File: config.mk
export PLATFORM = sky130hd
export DESIGN_NAME = apag_cordic_cell
export DESIGN_NICKNAME = d
export VERILOG_FILES = /design/src/rtl/apag_pkg.sv /design/src/rtl/apag_cordic_cell.sv
export SDC_FILE = /design/constraint.sdc
export NUM_CORES = 1
export LEC_CHECK = 0
export BUFFER_PORTS_ARGS = -buffer_cell sky130_fd_sc_hd__buf_2
export CORE_MARGIN = 2
export CORE_UTILIZATION = 40
export CTS_CLUSTER_SIZE = 12
export DETAILED_ROUTE_END_ITERATION = 10
export SYNTH_ARGS = -nofsm -noshare
export SYNTH_HDL_FRONTEND = slang
export SYNTH_SLANG_ARGS = --single-unit
File: constraint.sdc
create_clock -name clk_i -period 0.8 [get_ports clk_i]
set_input_delay 0.04 -clock clk_i [delete_from_list [all_inputs] [get_ports clk_i]]
set_output_delay 0.04 -clock clk_i [all_outputs]
set_load 0.01 [all_outputs]
File: src/rtl/apag_pkg.sv
// Package for the pitch angle and gyro rate block: widths, pipeline sizes,
// the CORDIC arctangent table and the configuration register codes.
// Depends on nothing; every other file of the block imports it.
package apag_pkg;

  localparam int IN_W     = 16;
  localparam int RATE_W   = 24;
  localparam int RECIP_W  = 24;
  localparam int ANGLE_W  = 16;

  // Integer square root of (ay^2 + az^2) * 2^16.
  localparam int SQ_W     = 2 * IN_W;            // ay^2 + az^2
  localparam int REM_W    = SQ_W + 16;           // radicand
  localparam int ROOT_W   = REM_W / 2;           // root bits, one cell each
  localparam int TRIAL_W  = REM_W + 2;
  localparam int BIT_W    = $clog2(ROOT_W);

  // CORDIC datapath.
  localparam int CORDIC_STEPS = 16;
  localparam int TABLE_LEN    = 24;
  localparam int CORDIC_CELLS = (CORDIC_STEPS > TABLE_LEN) ? TABLE_LEN : CORDIC_STEPS;
  localparam int STEP_W       = $clog2(TABLE_LEN);
  localparam int X_W          = ROOT_W + 3;      // headroom for the CORDIC gain
  localparam int Z_W          = 24;
  localparam int ATAN_W       = Z_W - 1;

  localparam int ANGLE_LIMIT  = 23040;           // 90 degrees in Q8.8
  localparam int LATENCY      = 3 + ROOT_W + CORDIC_CELLS;

  localparam logic [RECIP_W-1:0] RATE_RECIP_RESET = RECIP_W'(128075);

  // atan(2^-i) in degrees, Q16.
  localparam logic [ATAN_W-1:0] ATAN_DEG_Q16 [TABLE_LEN] = '{
    ATAN_W'(2949120), ATAN_W'(1740967), ATAN_W'(919879), ATAN_W'(466945),
    ATAN_W'(234379),  ATAN_W'(117304),  ATAN_W'(58666),  ATAN_W'(29335),
    ATAN_W'(14668),   ATAN_W'(7334),    ATAN_W'(3667),   ATAN_W'(1833),
    ATAN_W'(917),     ATAN_W'(458),     ATAN_W'(229),    ATAN_W'(115),
    ATAN_W'(57),      ATAN_W'(29),      ATAN_W'(14),     ATAN_W'(7),
    ATAN_W'(4),       ATAN_W'(2),       ATAN_W'(1),      ATAN_W'(0)
  };

  typedef enum logic [1:0] {
    REG_NEGATE_ANGLE = 2'd0,
    REG_NEGATE_RATE  = 2'd1,
    REG_RATE_RECIP   = 2'd2
  } cfg_reg_e;

  // Data that rides along with an item through the cell chains.
  typedef struct packed {
    logic                     zero;  // all three accelerometer axes are zero
    logic signed [RATE_W-1:0] rate;  // finished gyro rate
  } tag_t;

endpackage

File: src/rtl/apag_cordic_cell.sv
// One vectoring CORDIC micro-rotation, registered, for the pitch angle chain.
// Depends on apag_pkg (widths and the arctangent table).
module apag_cordic_cell (
  input  logic                           clk_i,
  input  logic                           rst_ni,
  input  logic [apag_pkg::STEP_W-1:0]    step_i,
  input  logic                           valid_i,
  input  logic signed [apag_pkg::X_W-1:0] x_i,
  input  logic signed [apag_pkg::X_W-1:0] y_i,
  input  logic signed [apag_pkg::Z_W-1:0] z_i,
  input  apag_pkg::tag_t                 tag_i,
  output logic                           valid_o,
  output logic signed [apag_pkg::X_W-1:0] x_o,
  output logic signed [apag_pkg::X_W-1:0] y_o,
  output logic signed [apag_pkg::Z_W-1:0] z_o,
  output apag_pkg::tag_t                 tag_o
);
  import apag_pkg::*;

  logic                  y_pos;
  logic signed [X_W-1:0] xs;
  logic signed [X_W-1:0] ys;
  logic signed [Z_W-1:0] ang;
  logic                  valid_q;
  logic signed [X_W-1:0] x_q;
  logic signed [X_W-1:0] y_q;
  logic signed [Z_W-1:0] z_q;
  tag_t                  tag_q;

  assign y_pos = !y_i[X_W-1] && (y_i != '0);
  assign xs    = x_i >>> step_i;
  assign ys    = y_i >>> step_i;
  assign ang   = $signed({1'b0, ATAN_DEG_Q16[step_i]});

  always_ff @(posedge clk_i or negedge rst_ni) begin
    if (!rst_ni) begin
      valid_q <= 1'b0;
    end else begin
      valid_q <= valid_i;
    end
  end

  // Both updates use the values from before the step.
  always_ff @(posedge clk_i) begin
    if (y_pos) begin
      x_q <= x_i + ys;
      y_q <= y_i - xs;
      z_q <= z_i + ang;
    end else begin
      x_q <= x_i - ys;
      y_q <= y_i + xs;
      z_q <= z_i - ang;
    end
    tag_q <= tag_i;
  end

  assign valid_o = valid_q;
  assign x_o     = x_q;
  assign y_o     = y_q;
  assign z_o     = z_q;
  assign tag_o   = tag_q;

endmodule

# Yosys cells after proc, flatten, opt, wreduce, memory -nomap -nowiden
# Memories as Yosys holds them, arrays and structs flattened.
# Cells that the tools add are included.
# classes
n_shift	2
reduce_logical	3
order_cmp	1
bitwise	1
add_sub_neg	6
mux	5
# ops
op	n
$add 27x27->27	2
$mux 27	2
$sshr 27x5->27	2
$sub 27x27->27	2
$mux 23	2
$reduce_bool 27->1	1
$add 24x24->24	1
$mux 24	1
$sub 24x24->24	1
$ge 6x6->1 const B	1
$not 5->6	1
$logic_and 1x1->1	1
$logic_not 1->1	1
# word_totals
romBits	736
memories	1
out_inout_bits	104
reg_bits	104
# memory_table
memory	depth	width	read_ports	rd_ports_with_merged_regs	write_ports	line_no	source
(no name shown)	32	23	1	0	0	apag_cordic_cell.sv:33	assign ang = $signed({1'b0, ATAN_DEG_Q16[step_i]});

# Longest topological paths before layout
# depth
ltp_word	6
ltp_mapped	27
mapped_depth_nobuf	22

# Worst setup path after synthesis
# OpenSTA, ideal clock, no wires.
# synth_path
path_kind	input to register
startpoint	in step_i[1] (netlist name)
endpoint	reg z_q[23] (netlist: z_o[23])
stages	23
n_path_buf	3
arrival_time_ps	4903
path_slack_ps	-4176
cell_sequence	buf_2 -> inv_2 -> buf_2 -> buf_1 -> ha_1 -> nor2b_1 -> a31oi_1 -> nand4_1 -> a211oi_1 -> nand2_1 -> nor3_1 -> nor2_1 -> xor2_1 -> ha_1 -> a2111oi_0 -> o21ai_0 -> o21ai_0 -> a21boi_0 -> o41ai_1 -> o2111ai_1 -> a31o_2 -> a21oi_1 -> xnor2_1
# synth_between
elab_chain_len	6
word_cells_on_any_way	7
classes_between	add/sub (2); mux (3); bitwise (1); memory (1)
# synth_rtl
element	line_no	source
start: declaration	apag_cordic_cell.sv:6	input logic [apag_pkg::STEP_W-1:0] step_i,
$not 5->6 (not written as such) *	apag_cordic_cell.sv:33	
$mem_v2 32x23 *	n/a	
$mux 23 (not written as such) * (2 in series)	apag_cordic_cell.sv:33	
$sub 24x24->24 or $add 24x24->24 (tied branches)	apag_cordic_cell.sv:52, apag_cordic_cell.sv:48	
$mux 24 *	apag_cordic_cell.sv:45	if (y_pos) begin
end signal: assignment	apag_cordic_cell.sv:48	z_q <= z_i + ang;
end signal: assignment	apag_cordic_cell.sv:52	z_q <= z_i - ang;
end: declaration	apag_cordic_cell.sv:27	logic signed [Z_W-1:0] z_q;
# Mark *: on every way between the ends. The rest lies on a longest branch, timed or not. The select of a mux whose other input is x is not followed.

# Final worst setup path
# layout_path
startpoint	in step_i[0] (netlist name)
endpoint	reg x_q[25] (netlist: x_o[25])
# layout_between
elab_chain_len	3
word_cells_on_any_way	4
classes_between	add/sub (2); shift (1); mux (1)
# layout_rtl
element	line_no	source
$sshr 27x5->27 *	apag_cordic_cell.sv:32	assign ys = y_i >>> step_i;
$sub 27x27->27 or $add 27x27->27 (tied branches)	apag_cordic_cell.sv:50, apag_cordic_cell.sv:46	
$mux 27 *	apag_cordic_cell.sv:45	
end signal: assignment	apag_cordic_cell.sv:46	x_q <= x_i + ys;
end signal: assignment	apag_cordic_cell.sv:50	x_q <= x_i - ys;
end: declaration	apag_cordic_cell.sv:25	logic signed [X_W-1:0] x_q;
# Mark *: on every way between the ends. The rest lies on a longest branch, timed or not.

==> out/metrics.csv <==
metric,value,unit
status,finished with violations,
violations,"hold timing, setup timing",
hold_ws,-0.112,ns
synth-edff-count,0,
synth-main-ff-cell,dfxtp_1,
syn_nets,1518,
ys_top_cells_by_area,"dfxtp_1 (18%), mux4_2 (9.7%), ha_1 (9.5%)",
p_comb_share,64.7,%
ys_seq_elements,104,
finalCritPeriodShare,545,%
critPathBufInv,4,
viasPerCell,5.57,
worst-path-max-fanout,5,
hold_path_class,primary input to flip-flop,
synth_area_leader_cell,dfxtp_1,
grt_pass1_vias,14500,
die_area,30300,um^2
syn_area,11600,um^2
clock-root-buffer,clkbuf_16,
ys_warn_count,0,
synth_top_cell_area_share,17.8,%
cts_tree,yes,
ant_nets,0,
place_congestion,0.954,
crit_family,compound AO/OA/AOI/OAI gates,
crit_required,1.08,ns
max_stage_delay,0.63,ns
core_area,28600,um^2
multi_input_area,10400,um^2
worstSetupStartpointType,primary input,
ys_types,94,
placedCellCount,2452,
slew_violations,0,
avgSynthCellArea,8.80,um^2
grt_antenna_before_repair,0,
slew_headroom,52.8,%
initial_core_util,40.4,%
drv_cap,0,
drt_iter0_markers,1042,
async_reset_ff_share,0.962,%
critical_path.cell_chain,buf_16 > buf_6 > mux4_2 > a221oi_2 > o221ai_2 > or4b_4 > nor2_4 > nand3_2 > o21ai_2 > xnor2_1 > ha_1 > a21oi_2 > nand2_2 > a21oi_4 > a21oi_4 > buf_6 > o211a_4 > nor2_4 > o211ai_1 > buf_4 > nand4_1 > or3b_4,
p_per_area,1710,nW/um^2
slowest_stage,or4b_4,
cts_buffers,9,
critPathKind,primary input to flip-flop,
yosysMostFrequentCell,nor2_1,
cts.path.max_buffers,2,
setup_viol,182,
switching_share,39.4,%
drive_gt1_share,60.0,%
wl,52.5,mm
dp_hpwl,39.4,mm
n_fill_cell,2195,
grt_max_degree,23,
rsz0062_at_grt,yes,
track_usage,32.7,%
die_w,174,um
vdd_drop_max,1.23,mV
register_area,2120,um^2
max_clock_freq,229,MHz
die_h,174,um
power_leakage,9.54,nW
final_core_util,72.3,%
power,0.0354,W
worst-endpoint-arrival,4.63,ns
wire_per_inst,20.2,um
p_sw,0.0140,W
std_cell_rows,62,
synth_commonest_cells,"nor2_1 (122), dfxtp_1 (103), a21oi_1 (99), ha_1 (88), nand2_1 (83)",
io_buffers,214,
seq_area_frac_synth,18.0,%
final_cells,2592,
pwr-share-seq,21.2,%
cts.sinks,104,
power.internal,0.0214,W
power_frac_clock,14.0,%
ioPinCount,215,
nets,2405,
finalCriticalPeriod,4.36,ns
syn_to_final_growth,78.7,%
path_clk_slew,0.09,ns
grt_pass1_wl,78.4,mm
syn_inst,1316,
drc_errors,0,
htreeDepth,3,
ctsHoldBuffers,29,
worst_pin_slew,0.708,ns
vias,14400,
dr.pass1.iters,5,
antenna_cells,0,
overflow,0,
setup_ws,-3.56,ns
cp-end-kind,flip-flop,
hold_viol,2,
==> power by group through the flow <==
stage / registers (W) / logic (W) / clock network, W
floorplan: 0.00833 / 0.00856 / 0
global route: 0.00766 / 0.0244 / 0.00524
global placement: 0.00734 / 0.0180 / 0
finish: 0.00751 / 0.0229 / 0.00497
detailed placement: 0.00738 / 0.0182 / 0
CTS: 0.00737 / 0.0206 / 0.00505
==> cells in the final DEF, fill, tap and decap left out, types with 39 or more instances in the layout <==
cell / instances
buf_2: 180
xnor2_1: 69
buf_6: 77
dfxtp_1: 73
mux4_2: 55
nor2_1: 91
buf_4: 638
ha_1: 68
a21oi_2: 44
mux2i_1: 39
xor2_1: 47
a21oi_1: 48
nand2_1: 68
==> cells by family (layout without fill, tap and decap cells) <==
family / after synthesis / in the layout / share of synthesized area, %
AOI/OAI and AO/OA: 376 / 376 / 21.6
xor gates and xnor gates: 126 / 126 / 9.53
adders and majority gates: 91 / 91 / 10.0
buffers and inverters: 104 / 996 / 5.69
DFF: 104 / 104 / 18.0
muxes: 133 / 133 / 18.5
and+or+nand+nor: 382 / 382 / 16.6
==> flip-flops by register name, summed over array words and instances, names as in the netlist <==
name / count
x_o: 27
y_o: 27
tag_o: 25
z_o: 24
valid_o: 1
==> path summary, 6_finish.rpt <==
check	startpoint	to	cells past startpoint
worst max-delay path	step_i[0]	x_o[25]	22
worst min-delay path	z_i[0]	z_o[0]	2
max in group asynchronous	rst_ni	valid_o	3
min in group asynchronous	rst_ni	valid_o	3
==> per-stage QoR <==
step | area (um^2) | setup slack, ns | TNS [ns]
after floorplan | 12000 | -3.57 | -209.11
after global placement | 17500 | -4.24 | -262.13
after detailed placement | 17500 | -4.28 | -266.45
after CTS | 19600 | -3.39 | -208.43
after global routing | 20700 | -3.72 | -225.08
final | 20700 | -3.56 | -213.00
==> layout make-up <==
class / instances / area share [%]
Inverter: 37 / 0.792
Timing Repair Buffer: 943 / 34.8
Tap cell: 384 / 2.32
Multi-Input combinational cell: 1108 / 50.2
Clock inverter: 7 / 0.454
Clock buffer: 9 / 1.09
Sequential cell: 104 / 10.3
==> metal layers <==
| layer | GRT usage, % | up-vias | part of all wire [%] |
|---|---|---|---|
| met2 | 58.0 | 594 | 48 |
| met3 | 3.63 | 152 | 6.0 |
| met5 | 0 | - | 0 |
| met1 | 39.3 | 6936 | 40 |
| met4 | 16.5 | 0 | 5.5 |
| li1 | - | 6761 | - |
==> timing repair <==
item,4_1_cts,5_1_grt
hold endpoints to repair,30,2
endpoints found under the setup margin,182,182
resized for setup,218,210
pin swaps,93,93
cloned,2,0
setup buffers,69,39
(Power assumes the default switching activity.)
