File: src/rtl/apag_pkg.sv
// Package for the pitch angle and gyro rate block: widths, pipeline sizes,
// the CORDIC arctangent table and the configuration register codes.
// Depends on nothing; every other file of the block imports it.
package apag_pkg;

  localparam int IN_W     = 16;
  localparam int RATE_W   = 24;
  localparam int RECIP_W  = 24;
  localparam int ANGLE_W  = 16;

  // Integer square root of (ay^2 + az^2) * 2^16.
  localparam int SQ_W     = 2 * IN_W;            // ay^2 + az^2
  localparam int REM_W    = SQ_W + 16;           // radicand
  localparam int ROOT_W   = REM_W / 2;           // root bits, one cell each
  localparam int TRIAL_W  = REM_W + 2;
  localparam int BIT_W    = $clog2(ROOT_W);

  // CORDIC datapath.
  localparam int CORDIC_STEPS = 16;
  localparam int TABLE_LEN    = 24;
  localparam int CORDIC_CELLS = (CORDIC_STEPS > TABLE_LEN) ? TABLE_LEN : CORDIC_STEPS;
  localparam int STEP_W       = $clog2(TABLE_LEN);
  localparam int X_W          = ROOT_W + 3;      // headroom for the CORDIC gain
  localparam int Z_W          = 24;
  localparam int ATAN_W       = Z_W - 1;

  localparam int ANGLE_LIMIT  = 23040;           // 90 degrees in Q8.8
  localparam int LATENCY      = 3 + ROOT_W + CORDIC_CELLS;

  localparam logic [RECIP_W-1:0] RATE_RECIP_RESET = RECIP_W'(128075);

  // atan(2^-i) in degrees, Q16.
  localparam logic [ATAN_W-1:0] ATAN_DEG_Q16 [TABLE_LEN] = '{
    ATAN_W'(2949120), ATAN_W'(1740967), ATAN_W'(919879), ATAN_W'(466945),
    ATAN_W'(234379),  ATAN_W'(117304),  ATAN_W'(58666),  ATAN_W'(29335),
    ATAN_W'(14668),   ATAN_W'(7334),    ATAN_W'(3667),   ATAN_W'(1833),
    ATAN_W'(917),     ATAN_W'(458),     ATAN_W'(229),    ATAN_W'(115),
    ATAN_W'(57),      ATAN_W'(29),      ATAN_W'(14),     ATAN_W'(7),
    ATAN_W'(4),       ATAN_W'(2),       ATAN_W'(1),      ATAN_W'(0)
  };

  typedef enum logic [1:0] {
    REG_NEGATE_ANGLE = 2'd0,
    REG_NEGATE_RATE  = 2'd1,
    REG_RATE_RECIP   = 2'd2
  } cfg_reg_e;

  // Data that rides along with an item through the cell chains.
  typedef struct packed {
    logic                     zero;  // all three accelerometer axes are zero
    logic signed [RATE_W-1:0] rate;  // finished gyro rate
  } tag_t;

endpackage

File: src/rtl/apag_sqrt_cell.sv
// One cell of the pipelined integer square root: decides one root bit.
// Depends on apag_pkg.
module apag_sqrt_cell (
  input  logic                          clk_i,
  input  logic                          rst_ni,
  input  logic [apag_pkg::BIT_W-1:0]    bit_i,
  input  logic                          valid_i,
  input  logic [apag_pkg::REM_W-1:0]    rem_i,
  input  logic [apag_pkg::ROOT_W-1:0]   root_i,
  input  logic signed [apag_pkg::IN_W-1:0] ax_i,
  input  apag_pkg::tag_t                tag_i,
  output logic                          valid_o,
  output logic [apag_pkg::REM_W-1:0]    rem_o,
  output logic [apag_pkg::ROOT_W-1:0]   root_o,
  output logic signed [apag_pkg::IN_W-1:0] ax_o,
  output apag_pkg::tag_t                tag_o
);
  import apag_pkg::*;

  logic [TRIAL_W-1:0] trial;
  logic               fits;
  logic [REM_W-1:0]   rem_d;
  logic [ROOT_W-1:0]  root_d;
  logic               valid_q;
  logic [REM_W-1:0]   rem_q;
  logic [ROOT_W-1:0]  root_q;
  logic signed [IN_W-1:0] ax_q;
  tag_t               tag_q;

  // (q + 2^k)^2 - q^2 = q * 2^(k+1) + 2^(2k)
  assign trial  = (TRIAL_W'(root_i) << (BIT_W + 1)'(bit_i + 1'b1))
                + (TRIAL_W'(1) << {bit_i, 1'b0});
  assign fits   = TRIAL_W'(rem_i) >= trial;
  assign rem_d  = fits ? REM_W'(TRIAL_W'(rem_i) - trial) : rem_i;
  assign root_d = fits ? (root_i | (ROOT_W'(1) << bit_i)) : root_i;

  always_ff @(posedge clk_i or negedge rst_ni) begin
    if (!rst_ni) begin
      valid_q <= 1'b0;
    end else begin
      valid_q <= valid_i;
    end
  end

  always_ff @(posedge clk_i) begin
    rem_q  <= rem_d;
    root_q <= root_d;
    ax_q   <= ax_i;
    tag_q  <= tag_i;
  end

  assign valid_o = valid_q;
  assign rem_o   = rem_q;
  assign root_o  = root_q;
  assign ax_o    = ax_q;
  assign tag_o   = tag_q;

endmodule

File: config.mk
export PLATFORM = sky130hd
export DESIGN_NAME = apag_sqrt_cell
export DESIGN_NICKNAME = d
export VERILOG_FILES = /design/src/rtl/apag_pkg.sv /design/src/rtl/apag_sqrt_cell.sv
export SDC_FILE = /design/constraint.sdc
export NUM_CORES = 1
export LEC_CHECK = 0
export BUFFER_PORTS_ARGS = -buffer_cell sky130_fd_sc_hd__buf_2
export CELL_PAD_IN_SITES_DETAIL_PLACEMENT = 0
export CELL_PAD_IN_SITES_GLOBAL_PLACEMENT = 1
export CORE_MARGIN = 10
export CORE_UTILIZATION = 30
export DETAILED_ROUTE_END_ITERATION = 8
export MAX_ROUTING_LAYER = met4
export PLACE_DENSITY = 0.72
export SYNTH_ARGS = -nofsm -noshare
export SYNTH_HDL_FRONTEND = slang
export SYNTH_SLANG_ARGS = --single-unit
File: constraint.sdc
create_clock -name clk_i -period 0.8 [get_ports clk_i]
set_clock_uncertainty 0.15 [all_clocks]
set_input_delay 0.08 -clock clk_i [delete_from_list [all_inputs] [get_ports clk_i]]
set_output_delay 0.08 -clock clk_i [all_outputs]
set_load 0.05 [all_outputs]
[Yosys cells after proc, flatten, opt, wreduce, memory -nomap -nowiden]
Index checks and enable logic that the tools add are counted.
Storage, ports and cells
  bits in registers: 114
  output and inout bits: 114
  logic and storage cells: 16
Cells by class
  add/subtract/negate cells: 3
  $lt $le $gt $ge: 1
  shift operators: 3
  muxes and demuxes: 2
  bitwise gates (word level): 1
Operators with widths (count)
  $add 50x50->50: 1
  $ge 48x50->1: 1
  $shl 1x6->50 const A: 1
  $shl 24x6->50: 1
  $mux 48: 1
  $sub 48x48->48: 1
  $mux 24: 1
  $or 24x24->24: 1
  $shl 1x5->24 const A: 1
  $add 5x1->6 const B: 1

[Longest topological paths before layout]
Gate-level depths: netlist (run 1).
  depth after elaboration: 5
  depth in mapped cells: 40

[Worst setup path before layout (run 1)]
Ideal clock, no wire load.
  path kind: input to register
  start: in bit_i[0] (netlist bit)
  end: reg rem_q[11], in the netlist rem_o[11]
  setup time: 0.123 ns
  arrival: 7.268 ns
  setup slack: -6.742 ns
  stages: 37
  buffers on the path: 8
  cells stage by stage: buf_4 -> inv_2 -> clkbuf_1 -> ha_1 -> buf_4 -> buf_6 -> mux4_2 -> a311o_1 -> nand2_1 -> clkbuf_1 -> buf_1 -> o22ai_1 -> ha_1 -> inv_1 -> o32ai_1 -> nand2_1 -> o31ai_1 -> a21oi_1 -> o31ai_2 -> a21o_1 -> a21oi_1 -> xnor2_1 -> ha_1 -> clkbuf_1 -> a21o_1 -> a21o_1 -> a21o_1 -> a21o_1 -> a21o_1 -> a21o_1 -> a32oi_1 -> nand3b_1 -> nand4_1 -> a21oi_1 -> nand4_4 -> buf_6 -> mux2_1
Between the ends
  longest elaborated chain between the ends: 5
  elaborated cells between the ends (all ways): 7
  classes of those cells: 3 x add/sub; 1 x order compare; 2 x shift; 1 x mux
Ends and longest elaborated chain
  start: declaration: line apag_sqrt_cell.sv:6  | input logic [apag_pkg::BIT_W-1:0] bit_i,
  $add 5x1->6: line apag_sqrt_cell.sv:31  | assign trial = (TRIAL_W'(root_i) << (BIT_W + 1)'(bit_i + 1'b1))
  $shl 24x6->50: line apag_sqrt_cell.sv:31
  $add 50x50->50 (*): line apag_sqrt_cell.sv:32  | + (TRIAL_W'(1) << {bit_i, 1'b0});
  $sub 48x48->48 or $ge 48x50->1 (tied branches): line apag_sqrt_cell.sv:34, apag_sqrt_cell.sv:33
  $mux 48 (*): line apag_sqrt_cell.sv:34  | assign rem_d = fits ? REM_W'(TRIAL_W'(rem_i) - trial) : rem_i;
  named net rem_d[11]: line apag_sqrt_cell.sv:22  | logic [REM_W-1:0] rem_d;
  end signal: assignment: line apag_sqrt_cell.sv:46  | rem_q <= rem_d;
  end: declaration: line apag_sqrt_cell.sv:25  | logic [REM_W-1:0] rem_q;
The timed path passes the listed nets; every way through them passes the cells marked *.

[Worst setup path in the final report (run 1)]
  start: in bit_i[1] (netlist bit)
  end: reg rem_q[14], in the netlist rem_o[14]
Same word-level chain as after synthesis.

==> metrics.csv, run 1 <==
stage,metric,value,unit
setup_path,cp_data_arrival_time,6170,ps
timing,slew_viol_final,0,
clock_network,cts-hold-fix-buffers,62,
setup_path,cp.required,970,ps
timing,finalCritPeriodShare,750,%
synth,yosys_register_bits,114,
synth,synth-xor-area-share,8.44,%
setup_path,end_kind,register,
synth,syn_area,9740,um^2
setup_path,slowest_stage,ha_1,
floorplanning,die_w,200,um
floorplanning,rows,65,
grt,grt_pass1_wl,68200,um
power,vdd_drop_max,1480,uV
setup_path,cp-start-kind,input port,
synth,muxShareOfSynthArea,15.1,%
detailed_routing,ant_nets,0,
detailed_routing,vias,11605,
setup_path,crit_fanout,8,
floorplanning,fp.dieArea,40100,um^2
placed_design,pre_cts_ws,-6100,ps
synth,synth_compound_area_share,22.6,%
timing,fin_crit,6000,ps
clock_network,cts-root-buf,clkbuf_16,
timing,finalSetupViolCount,186,
clock_network,numCtsBuffers,17,
detailed_routing,wl,44400,um
cells_and_area,final_cells,2338,
grt,grt_max_degree,34,
placed_design,placed_area,15300,um^2
placed_design,portBuffers,234,
synth,synth-seq-area-share,23.5,%
placed_design,globalplace.congestion,1.00,
timing,fin_tns_setup,-408750,ps
setup_path,path_common_cell,a21o_1,
setup_path,critical_path.max_stage_delay,330,ps
setup_path,cpLargestDelayFamily,compound AO/OA/AOI/OAI gates,
grt,grt_pass1_vias,12122,
power,p_per_area,2120,nW/um^2
setup_path,path_buf_inv,9,
clock_network,clock_path_buffers,2,
grt,grt_overflow,0,
timing,hold_slack,-257,ps
power,power.total,39.7,mW
clock_network,clock_sinks,114,
cells_and_area,drive_gt1_share,57.4,%
synth,synth_ff_type,dfxtp_1,
synth,yosysMostFrequentCell,dfxtp_1,
detailed_routing,wl_per_cell,19.0,um
placed_design,dp_hpwl,33900,um
detailed_routing,drt-initial-drc-count,598,
cells_and_area,fin_util,59.0,%
floorplanning,io_pins,235,
synth,synth_top_area_share,23.2,%
min_path,hold_class,input port to register,
timing,relSlewSlack,47.7,%
placed_design,dp.cells,2208,
grt,grt_antenna_before_repair,0,
synth,yosys-top-cells-count,"dfxtp_1, nand2_1, nor2_1",
cells_and_area,antennaDiodeCount,0,
timing,rsz0062_at_grt,true,
clock_network,cts_tree,done,
detailed_routing,viasPerCell,4.96,
synth,ys_async_sr_fraction,0.877,%
clock_network,path_clk_slew,50,ps
power,power_leakage,8.75,nW
detailed_routing,drc,0,
synth,synthAdderAreaFrac,10.5,%
status,outcome,"finished, violations left",
synth,syn_avg_cell_area,8.57,um^2
timing,fmax,167,MHz
setup_path,worstSetupPathType,input port to register,
synth,synth_top_family_by_area,compound AO/OA/AOI/OAI gates,
synth,synth_area_leaders,"dfxtp_1, ha_1, mux2_4",
synth,syn_nets,1338,
detailed_routing,detail_route.first_pass.iterations,5,
synth,synth_top_area_cell,dfxtp_1,
timing,worst_pin_slew,777,ps
cells_and_area,final_nets,2092,
grt,track_usage,21.8,%
cells_and_area,syn2layout_area_growth,92.6,%
clock_network,cts_max_level,4,
job,drv_cap,0,
timing,hold_viol_final,54,
status,violations,"hold timing, setup timing",
synth,yosysWarnings,0,
synth,synth_enable_flop_cells,0,
synth,syn_inst,1136,
floorplanning,start_util,30.6,%
floorplanning,core_area,31800,um^2
synth,synth.distinct_cells,79,
cells_and_area,stdcell_area,18800,um^2
timing,setup_ws,-5200,ps
floorplanning,die_y,200,um
synth,yosys.area_share.simple,15.2,%
==> where the power goes <==
part	total [mW]	switching (mW)	internal (mW)
logic	24.0	11.9	12.1
registers	7.74	0.723	7.01
clock network	8.01	2.88	5.13
==> layout make-up <==
class                           instances  area (um^2)
Clock buffer                           23          478
Clock inverter                          9          129
Fill cell                            2729        13000
Inverter                               53          209
Multi-Input combinational cell        921         7930
Sequential cell                       114         2430
Tap cell                              435          544
Timing Repair Buffer                  783         7040
==> what timing repair did <==
item,4_1_cts,5_1_grt
endpoints found under the hold margin,115,54
resized for setup,437,80
pin swaps,51,44
gates cloned,7,0
endpoints found under the setup margin,186,186
setup buffers,24,6
==> layer usage <==
metal	GRT usage (%)	wire (um)
met1	26.3	19700
met3	3.79	2120
met2	35.8	21400
met5	-	0
met4	8.12	1210
==> final timing paths <==
check | end | from | cells after the start
max | rem_o[14] | bit_i[1] | 37
min | rem_o[7] | rem_i[7] | 2
max in group asynchronous | valid_o | rst_ni | 3
min in group asynchronous | valid_o | rst_ni | 3
==> placed cells by master, fill, tap and decap left out, types with 20 or more instances in the layout <==
cell type and n:
a21o_1 47, a21oi_1 58, a21oi_2 20, buf_12 30, buf_2 118, buf_4 454, buf_8 96, dfxtp_2 113
dlygate4sd3_1 62, ha_1 75, inv_1 49, mux2_4 50, mux2i_1 24, nand2_1 90, nor2_1 79, o21ai_0 32
xnor2_1 58, xor2_1 32
==> logic make-up after synthesis <==
family          count (synthesis)
xor+xnor                       93
simple gates                  309
mux                           110
fa+ha+maj                      81
compound gates                328
flops                         114
buf+inv                       101
==> flip-flops by register name, summed over array words and instances (netlist names) <==
signal and count:
rem_o 48, valid_o 1, tag_o 25, root_o 24
ax_o 16
Power figures use the tool's default switching activity.
==> run 2, diff against run 1 <==
- BUFFER_PORTS_ARGS: -buffer_cell sky130_fd_sc_hd__buf_2 -> not set
- DONT_BUFFER_PORTS: not set -> 1
- PLACE_DENSITY: 0.72 -> 0.64
==> run 2 against run 1 <==
Against the previous run: the flow still finishes with violations (hold timing, setup timing); routed wire length decreased by 1.4%; clock-buffer cell count shrank 4; clock power is 7.5% lower; sequential power grew 9.6%; maximum frequency is 1.2% higher; flip-flop and latch count unchanged; largest cell class unchanged.
==> metrics.csv, run 2 (same netlist as run 1, synthesis figures left out) <==
stage,metric,value,unit
floorplanning,die_w,200,um
timing,hold_slack,-149,ps
setup_path,cp_data_arrival_time,6100,ps
grt,grt_antenna_before_repair,0,
timing,fin_crit,5930,ps
placed_design,globalplace.congestion,0.949,
power,vdd_drop_max,1580,uV
cells_and_area,layout_commonest_cell,buf_4,
power,p_per_area,2190,nW/um^2
timing,setup_ws,-5130,ps
setup_path,crit_fanout,35,
placed_design,portBuffers,0,
detailed_routing,wl_per_cell,20.1,um
detailed_routing,vias,10930,
placed_design,pre_cts_ws,-6120,ps
clock_network,clock_path_buffers,2,
floorplanning,start_util,30.6,%
setup_path,slowest_stage,a221o_1,
min_path,holdPathStages,4,
timing,finalCritPeriodShare,741,%
grt,track_usage,21.4,%
setup_path,worstSetupPathType,input port to register,
min_path,hold_class,input port to register,
grt,grt_use_met1,26.2,%
detailed_routing,viasPerCell,5.02,
cells_and_area,syn2layout_area_growth,82.4,%
status,outcome,"finished, violations left",
grt,busiest_layer,met2,
status,violations,"hold timing, setup timing",
cells_and_area,drive_gt1_share,50.3,%
floorplanning,core_area,31800,um^2
cells_and_area,final_cell_mix,"buf_4, dlygate4sd3_1, nand2_1, nor2_1, ha_1",
cells_and_area,antennaDiodeCount,0,
grt,grt_overflow,0,
grt,grtUsageMet3,4.59,%
setup_path,cp-start-kind,input port,
timing,hold_viol_final,19,
placed_design,dp_hpwl,32700,um
cells_and_area,final_nets,1934,
grt,grt_max_degree,36,
floorplanning,fp.dieArea,40100,um^2
setup_path,critical_path.max_stage_delay,390,ps
clock_network,clock_sinks,114,
floorplanning,rows,65,
grt,met2_usage,33.8,%
power,power.total,38.9,mW
clock_network,numCtsBuffers,17,
clock_network,cts-root-buf,clkbuf_16,
min_path,min_from,bit_i[4],
floorplanning,die_y,200,um
timing,finalSetupViolCount,186,
timing,slew_viol_final,0,
timing,rsz0062_at_grt,true,
floorplanning,io_pins,235,
detailed_routing,detail_route.first_pass.iterations,5,
clock_network,cts_max_level,4,
setup_path,cp.required,970,ps
clock_network,path_clk_slew,60,ps
clock_network,cts_tree,done,
cells_and_area,largest_register_ff_count,48,
detailed_routing,drc,0,
detailed_routing,ant_nets,0,
grt,grt_pass1_wl,65900,um
job,drv_cap,0,
power,power_leakage,7.92,nW
timing,worst_pin_slew,664,ps
grt,grt_pass1_vias,11350,
detailed_routing,drt-initial-drc-count,563,
setup_path,end_kind,register,
timing,fmax,169,MHz
timing,relSlewSlack,55.3,%
cells_and_area,fin_util,55.9,%
min_path,hold-path-endpoint,root_o[11],
detailed_routing,wl,43800,um
run 2: cell count changes in the layout (fill, tap and decap cells not counted), sizes merged:
cell	previous run	this run
clkbuf	23	24
dlygate4sd3	62	116
inv	54	53
bufbuf	1	0
buf	720	504
bufinv	3	2
clkinvlp	2	1
clkinv	3	8
run 2: timing repair:
| action | 4_1_cts | 5_1_grt |
|---|---|---|
| hold buffers | 115 | 1 |
| gates cloned | 5 | 5 |
| buffers inserted | 25 | 13 |
| hold endpoints to repair | 115 | 20 |
| pin swaps | 50 | 58 |
| gates resized for setup | 193 | 106 |
| endpoints found under the setup margin | 186 | 186 |
run 2: final cells by class:
cell class	instances	area, um^2
Fill cell	2791	14000
Tap cell	435	544
Sequential cell	114	2600
Inverter	53	219
Multi-Input combinational cell	921	8000
Clock inverter	11	115
Clock buffer	19	443
Timing Repair Buffer	625	5850
run 2: per-stage QoR:
step,cells,instance area (um^2),setup TNS [ps],hold WS [ps]
2_1_floorplan,1136,10200,-398790,-366
3_3_place_gp,1988,14400,-409670,-366
3_5_place_dp,1988,14400,-413360,-366
4_1_cts,2161,17000,-394280,-381
5_1_grt,2178,17800,-427730,-141
6_report,2178,17800,-401630,-149
run 2: worst max path at each step:
stage | start | end | cells after the start
after global placement | bit_i[1] | rem_o[45] | 33
after CTS | bit_i[0] | rem_o[39] | 35
after detailed placement | bit_i[1] | rem_o[45] | 33
final | bit_i[0] | rem_o[1] | 34
after floorplan | bit_i[0] | rem_o[10] | 38
after global routing | bit_i[0] | rem_o[24] | 34
run 2: where the power goes:
part,switching (mW),internal [mW]
Combinational,10.9,12.1
Clock,2.83,4.59
Sequential,1.55,6.93
run 2: critical path: cells and delay by family:
kind | cells | cell delay (ps)
compound gates | 16 | 2910
simple gates | 8 | 940
buf+inv | 4 | 520
mux | 2 | 600
xor+xnor | 1 | 210
fa+ha+maj | 3 | 810
run 2: layer usage:
layer	vias to the layer above	routed length, um
li1	5369	-
met1	5107	19400
met2	373	20100
met3	81	2690
met4	0	1530
met5	-	0
==> run 3, diff against run 2 <==
- CORE_UTILIZATION: 30 -> 52
- PLACE_DENSITY: 0.64 -> 0.95
==> run 3 against run 2 <==
Against the previous run: the run now fails in global routing (5_1_grt); area after synthesis did not move; synthesized cell count did not move.
==> metrics.csv, run 3 <==
stage,metric,value,unit
placed_design,globalplace.congestion,1.18,
grt,grt_max_degree,36,
synth,yosysWarnings,0,
status,outcome,aborted with a tool error,
synth,yosysMostFrequentCell,dfxtp_1,
status,failing_step,global routing (5_1_grt),
synth,synth_top_area_cell,dfxtp_1,
placed_design,portBuffers,0,
floorplanning,start_util,53.5,%
timing,worstEpCategory,sequential cell input,
clock_network,numCtsBuffers,17,
floorplanning,io_pins,235,
synth,syn_nets,1338,
synth,syn_area,9740,um^2
status,first-error,"[ERROR DPL-0038] Utilization greater than 100%, impossible to legalize",
clock_network,cts_max_level,4,
clock_network,cts-root-buf,clkbuf_16,
synth,syn_inst,1136,
synth,synth_enable_flop_cells,0,
synth,synth_area_leaders,"dfxtp_1, ha_1, mux2_4",
synth,yosys_register_bits,114,
floorplanning,rows,49,
synth,synth_ff_type,dfxtp_1,
placed_design,placed_area,14000,um^2
synth,ys_async_sr_fraction,0.877,%
synth,yosys-top-cells-count,"dfxtp_1, nand2_1, nor2_1",
synth,syn_avg_cell_area,8.57,um^2
clock_network,clock_sinks,114,
clock_network,clock_path_buffers,2,
synth,synth_top_area_share,23.2,%
synth,synth.distinct_cells,79,
timing,grt-worst-endpoint,rem_o[16]$_DFF_P_/D,
synth,synth-seq-area-share,23.5,%
floorplanning,die_y,157,um
placed_design,dp_hpwl,29800,um
floorplanning,die_w,157,um
-- run 3: cell counts after synthesis --
Identical to the previous run, type by type.
-- run 3: timing repair --
item / CTS
setup buffers: 46
pin swaps: 52
hold endpoints to repair: 115
cloned: 9
hold buffers: 116
endpoints found under the setup margin: 186
resized for setup: 214
-- run 3: logic make-up after synthesis --
| kind of cell | count (synthesis) | synth area share (%) |
|---|---|---|
| compound gates | 328 | 22.6 |
| xor+xnor | 93 | 8.44 |
| fa+ha+maj | 81 | 10.5 |
| buf+inv | 101 | 4.64 |
| flops | 114 | 23.5 |
| mux | 110 | 15.1 |
| simple gates | 309 | 15.2 |
-- run 3: stage by stage --
step | utilization [%] | hold slack [ps] | instances | setup TNS, ps | worst slack (ps)
2_1_floorplan | - | -366 | 1136 | -398790 | -5600
3_3_place_gp | 76.7 | -366 | 1756 | -388310 | -5490
3_5_place_dp | 76.7 | -366 | 1756 | -403920 | -5670
4_1_cts | 93.2 | -187 | 1957 | -395110 | -5090
==> run 4, diff against run 3 <==
- CELL_PAD_IN_SITES_DETAIL_PLACEMENT: 0 -> not set
- CELL_PAD_IN_SITES_GLOBAL_PLACEMENT: 1 -> not set
- CORE_UTILIZATION: 52 -> 40
- MAX_ROUTING_LAYER: met4 -> not set
- PLACE_DENSITY: 0.95 -> not set
- PLACE_DENSITY_LB_ADDON: not set -> 0.15
==> run 4 against run 3 <==
Against the previous run: the flow now finishes, with violations (hold timing, setup timing).
==> metrics.csv, run 4 (same netlist as run 1, synthesis figures left out) <==
stage,metric,value,unit
timing,setup_ws,-5210,ps
power,internal_power,24.2,mW
detailed_routing,drc,0,
setup_path,path_common_cell,buf_4,
cells_and_area,fin_util,75.8,%
placed_design,portBuffers,0,
detailed_routing,wl_per_cell,21.6,um
floorplanning,io_pins,235,
clock_network,cts-hold-fix-buffers,116,
power,p_per_area,2220,nW/um^2
cells_and_area,antennaDiodeCount,0,
placed_design,dp.cells,1886,
timing,relSlewSlack,59.4,%
cells_and_area,final_nets,1963,
setup_path,worstSetupPathType,input port to register,
power,power.switching,16.4,mW
floorplanning,start_util,40.4,%
cells_and_area,drive_gt1_share,53.0,%
clock_network,clock_path_buffers,2,
setup_path,crit_fanout,35,
setup_path,slowest_stage,o31ai_4,
floorplanning,core_area,24100,um^2
power,vdd_drop_max,1500,uV
placed_design,dp_hpwl,32200,um
grt,grt_pass1_vias,11649,
grt,grt_max_degree,36,
floorplanning,rows,57,
timing,slew_viol_final,0,
clock_network,numCtsBuffers,17,
timing,fin_crit,6010,ps
power,p_seq_share,21.0,%
clock_network,clock_sinks,114,
detailed_routing,vias,11361,
grt,grt_antenna_before_repair,0,
floorplanning,die_y,176,um
timing,fmax,166,MHz
status,outcome,"finished, violations left",
cells_and_area,layout_commonest_cell,buf_4,
timing,worst_pin_slew,602,ps
placed_design,globalplace.congestion,0.998,
clock_network,cts-root-buf,clkbuf_16,
cells_and_area,syn2layout_area_growth,87.5,%
grt,track_usage,28.1,%
detailed_routing,ant_nets,0,
cells_and_area,final_cells,2098,
job,drv_cap,0,
setup_path,end_kind,register,
power,sw_frac_of_total,40.5,%
timing,hold_viol_final,18,
timing,rsz0062_at_grt,true,
floorplanning,die_w,176,um
setup_path,critical_path.max_stage_delay,360,ps
cells_and_area,final_cell_mix,"buf_4, dlygate4sd3_1, nand2_1, nor2_1, ha_1",
clock_network,cts_tree,done,
timing,finalCritPeriodShare,751,%
setup_path,cp_data_arrival_time,6170,ps
grt,grt_overflow,0,
detailed_routing,drt-initial-drc-count,817,
min_path,holdPathStages,4,
power,clkPwrFrac,19.1,%
clock_network,cts_max_level,4,
status,violations,"hold timing, setup timing",
setup_path,cp.required,960,ps
power,power.total,40.6,mW
clock_network,path_clk_slew,70,ps
cells_and_area,largest_register_ff_count,48,
timing,finalSetupViolCount,186,
setup_path,cp-start-kind,input port,
power,power_leakage,8.13,nW
detailed_routing,wl,45400,um
floorplanning,fp.dieArea,31000,um^2
timing,hold_slack,-128,ps
power,p_comb_share,59.9,%
min_path,hold_class,input port to register,
detailed_routing,viasPerCell,5.42,
grt,grt_pass1_wl,68400,um
detailed_routing,detail_route.first_pass.iterations,7,
run 4: layer usage:
layer  track usage [%]  wire length [um]
met5                 0                 0
met4              10.7              1400
met3              6.79              3600
met2              47.6             21800
met1              33.7             18500
run 4: final cells by class:
| cell class | count | area (um^2) |
|---|---|---|
| inverters | 53 | 219 |
| flip-flops and latches | 114 | 2600 |
| repair buffers | 654 | 6200 |
| fillers | 1656 | 5840 |
| clock buffers | 17 | 425 |
| multi-input cells | 921 | 8260 |
| well taps | 324 | 405 |
| clock inverters | 15 | 148 |
run 4: critical path, delay by kind of cell:
kind / cells / cell delay (ps)
buffers and inverters: 13 / 1570
AO/OA/AOI/OAI: 11 / 1870
AND/OR/NAND/NOR: 7 / 970
XOR/XNOR: 1 / 170
multiplexers: 2 / 520
adder cells (fa/ha/maj): 3 / 970
run 4: what timing repair did:
item,CTS,global route
cloned,10,0
endpoints found under the hold margin,115,18
buffers inserted,47,11
pin swaps,71,72
resized for setup,274,93
setup endpoints to repair,186,186
run 4: per-stage QoR:
stage	TNS [ps]	hold WS, ps	cell area [um^2]	worst slack (ps)
after floorplan	-398790	-366	10200	-5600
after global placement	-411570	-366	14300	-6200
after detailed placement	-415290	-366	14300	-6280
after CTS	-399060	-154	17700	-5120
after global routing	-422690	-102	18300	-5450
final	-403260	-128	18300	-5210
run 4: final timing paths:
check / from / end / slack, ps
setup / recovery: bit_i[0] / rem_o[23] / -5210
hold / removal: bit_i[2] / root_o[2] / -130
max in group asynchronous: rst_ni / valid_o / 120
min in group asynchronous: rst_ni / valid_o / 260
run 4: power by group through the flow:
| stage | Combinational (mW) | Clock (mW) | Sequential (mW) |
|---|---|---|---|
| 6_report | 24.3 | 7.75 | 8.54 |
| 3_3_place_gp | 19.9 | 0 | 8.53 |
| 3_5_place_dp | 20.0 | 0 | 8.56 |
| 2_1_floorplan | 8.24 | 0 | 11.0 |
| 5_1_grt | 25.5 | 8.04 | 8.65 |
| 4_1_cts | 23.2 | 7.89 | 8.53 |
